<file path="src/fmte_pkg.sv">
package fmte_pkg;

  localparam int unsigned CFG_IDX_W  = 8;
  localparam int unsigned CFG_DATA_W = 32;
  localparam int unsigned DIM_W      = 7;
  localparam int unsigned COORD_W    = 6;
  localparam int unsigned PIXEL_W    = 32;
  localparam int unsigned DIV_W      = 8;
  localparam int unsigned DIV_CNT_W  = $clog2(DIV_W);

  localparam logic [CFG_IDX_W-1:0] CFG_FRAME_WIDTH    = CFG_IDX_W'(0);
  localparam logic [CFG_IDX_W-1:0] CFG_FRAME_HEIGHT   = CFG_IDX_W'(1);
  localparam logic [CFG_IDX_W-1:0] CFG_TRANSFORM_MODE = CFG_IDX_W'(2);
  localparam logic [CFG_IDX_W-1:0] CFG_TILE_FACTOR    = CFG_IDX_W'(3);

  localparam logic [DIM_W-1:0] RESET_FRAME_WIDTH  = DIM_W'(64);
  localparam logic [DIM_W-1:0] RESET_FRAME_HEIGHT = DIM_W'(64);
  localparam logic [DIM_W-1:0] RESET_TILE_FACTOR  = DIM_W'(1);

  localparam logic OP_WRITE = 1'b0;
  localparam logic OP_READ  = 1'b1;

  localparam logic [1:0] ST_OK       = 2'd0;
  localparam logic [1:0] ST_BAD_TILE = 2'd1;
  localparam logic [1:0] ST_RANGE    = 2'd2;

  typedef enum logic [1:0] {
    MODE_MIRROR_H = 2'd0,
    MODE_MIRROR_V = 2'd1,
    MODE_TILE     = 2'd2,
    MODE_DIRECT   = 2'd3
  } mode_e;

  typedef struct packed {
    logic               opcode;
    logic [COORD_W-1:0] col;
    logic [COORD_W-1:0] row;
    logic [PIXEL_W-1:0] pixel_in;
  } fmte_in_t;

  typedef struct packed {
    logic [PIXEL_W-1:0] pixel_out;
    logic [1:0]         status;
  } fmte_out_t;

  typedef struct packed {
    logic load_item;
    logic load_status;
    logic mem_write;
    logic mem_read;
    logic cap_mirror;
    logic div_start;
    logic div_second;
    logic cap_qr;
    logic cap_bound;
    logic cap_tile;
    logic axis_row;
    logic load_result;
  } fmte_cmd_t;

  typedef struct packed {
    logic is_write;
    logic is_tile;
    logic err_tile;
    logic err_range;
    logic div_done;
  } fmte_sts_t;

endpackage

</file>
<file path="src/fmte_ctrl.sv">
module fmte_ctrl
  import fmte_pkg::*;
(
  input  logic      clk_i,
  input  logic      rst_ni,
  input  logic      in_valid_i,
  output logic      in_stall_o,
  output logic      out_valid_o,
  input  logic      out_stall_i,
  input  fmte_sts_t sts_i,
  output fmte_cmd_t cmd_o
);

  typedef enum logic [9:0] {
    S_IDLE   = 10'b0000000001,
    S_DECODE = 10'b0000000010,
    S_START1 = 10'b0000000100,
    S_DIV1   = 10'b0000001000,
    S_BOUND  = 10'b0000010000,
    S_START2 = 10'b0000100000,
    S_DIV2   = 10'b0001000000,
    S_MUL    = 10'b0010000000,
    S_RDREQ  = 10'b0100000000,
    S_DONE   = 10'b1000000000
  } state_e;

  state_e state_q, state_d;
  logic   axis_q, axis_d;
  logic   out_valid_q, out_valid_d;
  logic   out_free;

  assign out_free   = !out_valid_q || !out_stall_i;
  assign in_stall_o = (state_q != S_IDLE);

  always_comb begin
    state_d     = state_q;
    axis_d      = axis_q;
    out_valid_d = out_valid_q && out_stall_i;
    cmd_o       = '0;
    cmd_o.axis_row = axis_q;
    case (state_q)
      S_IDLE: begin
        if (in_valid_i) begin
          cmd_o.load_item = 1'b1;
          state_d = S_DECODE;
        end
      end
      S_DECODE: begin
        cmd_o.load_status = 1'b1;
        axis_d = 1'b0;
        if (sts_i.is_write) begin
          cmd_o.mem_write = !sts_i.err_range;
          state_d = S_DONE;
        end else if (sts_i.err_tile || sts_i.err_range) begin
          state_d = S_DONE;
        end else if (sts_i.is_tile) begin
          state_d = S_START1;
        end else begin
          cmd_o.cap_mirror = 1'b1;
          state_d = S_RDREQ;
        end
      end
      S_START1: begin
        cmd_o.div_start = 1'b1;
        state_d = S_DIV1;
      end
      S_DIV1: begin
        if (sts_i.div_done) begin
          cmd_o.cap_qr = 1'b1;
          state_d = S_BOUND;
        end
      end
      S_BOUND: begin
        cmd_o.cap_bound = 1'b1;
        state_d = S_START2;
      end
      S_START2: begin
        cmd_o.div_start  = 1'b1;
        cmd_o.div_second = 1'b1;
        state_d = S_DIV2;
      end
      S_DIV2: begin
        if (sts_i.div_done) begin
          state_d = S_MUL;
        end
      end
      S_MUL: begin
        cmd_o.cap_tile = 1'b1;
        if (axis_q) begin
          state_d = S_RDREQ;
        end else begin
          axis_d  = 1'b1;
          state_d = S_START1;
        end
      end
      S_RDREQ: begin
        cmd_o.mem_read = 1'b1;
        state_d = S_DONE;
      end
      S_DONE: begin
        if (out_free) begin
          cmd_o.load_result = 1'b1;
          out_valid_d = 1'b1;
          state_d = S_IDLE;
        end
      end
      default: begin
        state_d = S_IDLE;
      end
    endcase
  end

  always_ff @(posedge clk_i or negedge rst_ni) begin
    if (!rst_ni) begin
      state_q     <= S_IDLE;
      axis_q      <= 1'b0;
      out_valid_q <= 1'b0;
    end else begin
      state_q     <= state_d;
      axis_q      <= axis_d;
      out_valid_q <= out_valid_d;
    end
  end

  assign out_valid_o = out_valid_q;

endmodule

</file>
<file path="config.mk">
export PLATFORM = sky130hd
export DESIGN_NAME = fmte_ctrl
export DESIGN_NICKNAME = d
export VERILOG_FILES = /design/src/fmte_pkg.sv /design/src/fmte_ctrl.sv
export SDC_FILE = /design/constraint.sdc
export NUM_CORES = 1
export LEC_CHECK = 0
export BUFFER_PORTS_ARGS = -buffer_cell sky130_fd_sc_hd__buf_2
export CAP_MARGIN = 20
export CORE_ASPECT_RATIO = 0.9
export CORE_MARGIN = 3
export CORE_UTILIZATION = 40
export CTS_CLUSTER_SIZE = 10
export DETAILED_ROUTE_END_ITERATION = 8
export HOLD_SLACK_MARGIN = 0.08
export SETUP_SLACK_MARGIN = 0.3
export SYNTH_ARGS = -nofsm -noshare
export SYNTH_HDL_FRONTEND = slang
export SYNTH_SLANG_ARGS = --single-unit
</file>
<file path="constraint.sdc">
create_clock -name clk_i -period 2.6 [get_ports clk_i]
set_input_delay 0.52 -clock clk_i [delete_from_list [all_inputs] [get_ports clk_i]]
set_output_delay 0.52 -clock clk_i [all_outputs]
set_load 0.02 [all_outputs]
</file>
==> out/qor.yml <==
routing:
  drt_drc_violations_left: 0
  via_per_inst: 5.27
  dr.pass1.iters: 4
  ant_nets: 0
  drt_iter0_drc: 12
  wl_per_cell_um: 13.8
  vias: 733
  drt_wl_total_um: 1920
global_route:
  antenna_found_initial: 0
  overflow: 0
  grt_pass1_wl_um: 3170
  grt_pass1_vias: 692
  grtUsageTotal_pct: 16.7
  grt_max_degree: 13
clock_network:
  cts_root_buf: "clkbuf_4"
  cts_buffers: 3
  clk_latency_ps: 280
  htree_levels: 1
  cts_tree: "done"
  cts_buffer_depth: 2
  postCtsHoldBufs: 0
  clk_pin_slew_ps: 80
  clock-sinks: 12
hold_path:
  min_path_type: "in -> async"
timing:
  max-slew-margin-rel_pct: 74.8
  setup_tns_ps: 0
  fin_ws_ps: 310
  rsz0062_at_grt: "true"
  max_freq_ghz: 0.437
  report.final.slew_viol_count: 0
  setup_viol: 0
  skew_ps: 1.46
  tightest_slew_ps: 375
  finalHoldViolations: 0
  min_period_over_period_pct: 88.1
  final.min_clock_period_ps: 2290
setup_path:
  reg2reg_depth: 6
  worstPathMaxFanout: 7
  cp-start-kind: "flop"
  worstPathRequired_ps: 2080
  crit_path_end_kind: "primary output"
  crit_arrival_ps: 1770
  path_class: "reg -> out"
yosys:
  yosysWarnings: 0
  synth_flop_cell: "dfrtp_1"
  syn_inst: 83
  syn-num-nets: 92
  netlist_area_um2: 801
  synth.distinct_cells: 38
  yosysSeqAreaShare_pct: 37.7
  ys_async_sr_fraction_pct: 100
  synth_edf_count: 0
  ys_ff_latch: 12
  avgSynthCellArea_um2: 9.65
final_layout:
  drive_gt1_share_pct: 53.0
  finalInstanceArea_um2: 1110
  layout_commonest_cell: "buf_2"
  mostFrequentLayoutCells: "16 x buf_2, 13 x buf_4, 8 x dfrtp_2"
  n_fill_cell: 155
  antenna_cells: 0
  area_growth_pct: 38.3
  multi_input_area_um2: 477
  fin_nets: 125
  fin_cells: 139
  register_area_um2: 312
floorplanning:
  fp.dieArea_um2: 2580
  io_pins: 23
  initial_core_util_pct: 44.8
  die_w_um: 53.2
  rows: 14
  core_area_um2: 1790
  fp.dieH_um: 48.4
outcome:
  status: "finished, final reports clean"
power:
  ir_drop_v: 0.000422
  leakagePower_uw: 0.000567
  p_per_area_nw_per_um2: 620
placed_design:
  preCtsSetupSlack_ps: 450
  gp_congestion: 0.711
  post-dp-hpwl_um: 1350
  placed_cell_area_um2: 911
  io_buffer_count: 22
  dp.cells: 124
flow_run:
  drv_cap: 0
## critical path, cell delays in order, from the launching register on
cell and delay (ps):
dfrtp_2 460, nor4_4 420, and3b_2 310, and3_4 200
buf_6 110
## cells by family after synthesis
group | count (synthesis) | synth area share (%)
buffers and inverters | 11 | 7.03
DFF | 12 | 37.7
AOI/OAI and AO/OA | 12 | 11.6
and+or+nand+nor | 44 | 39.4
xor gates and xnor gates | 4 | 4.38
## routing by layer
layer	global-route usage [%]	up-vias	wire, um
met5	0	-	0
met4	3.40	0	0
met3	6.44	0	105
met2	24.0	14	874
met1	23.7	348	943
li1	-	371	-
## path summary, 6_finish.rpt
check	from	endpoint	slack, ps
worst min register to register	axis_q	axis_q	540
max in group asynchronous	rst_ni	state_q[0]	2220
worst min-delay path	rst_ni	out_valid_o	110
worst max register to register	state_q[8]	state_q[8]	910
worst max-delay path	state_q[8]	cmd_o[5]	310
min in group clk_i	out_stall_i	out_valid_o	470
## repair_timing
item,CTS,global route
resized for setup,12,15
setup endpoints to repair,6,9
pin swaps,4,6
buffers inserted,6,5
## synthesized netlist by cell type (2+ instances only)
| master | n | share of area (%) |
|---|---|---|
| a21o_1 | 3 | 2.8 |
| a32o_1 | 2 | 2.5 |
| and3_1 | 3 | 2.3 |
| and4_1 | 3 | 3.3 |
| buf_2 | 3 | 1.9 |
| buf_4 | 3 | 2.8 |
| dfrtp_1 | 11 | 34 |
| inv_1 | 5 | 2.3 |
| nand2_1 | 5 | 2.3 |
| nand3_1 | 3 | 1.9 |
| nand4_1 | 2 | 1.6 |
| nor2_1 | 7 | 3.3 |
| nor3b_1 | 4 | 3.8 |
| nor4_1 | 3 | 2.3 |
| xnor2_1 | 2 | 2.2 |
| xor2_1 | 2 | 2.2 |
## final cells by class
| type | count | share of cell area (%) |
|---|---|---|
| timing repair buffer | 34 | 21.1 |
| clock buffer | 4 | 3.28 |
| inverter | 5 | 1.69 |
| multi-input combinational | 60 | 43.1 |
| sequential | 12 | 28.1 |
| tap | 24 | 2.71 |
## report_power, final
part / total, uW / switching (uW) / internal (uW)
clock: 152 / 66.7 / 85.3
sequential: 252 / 37.6 / 215
combinational: 282 / 155 / 127
## flip-flops by register name, indices dropped and copies added, names as in the netlist
signal and cells:
axis_q 1, out_valid_o 1, state_q 10
## through the flow
step	util [%]	power (uW)	hold slack, ps
after detailed placement	51.0	506	420
after global placement	51.0	500	419
after global routing	62.0	736	114
after floorplan	-	433	224
final	62.0	686	107
after CTS	57.1	674	111
No activity file was read; power rests on OpenSTA's default activity.
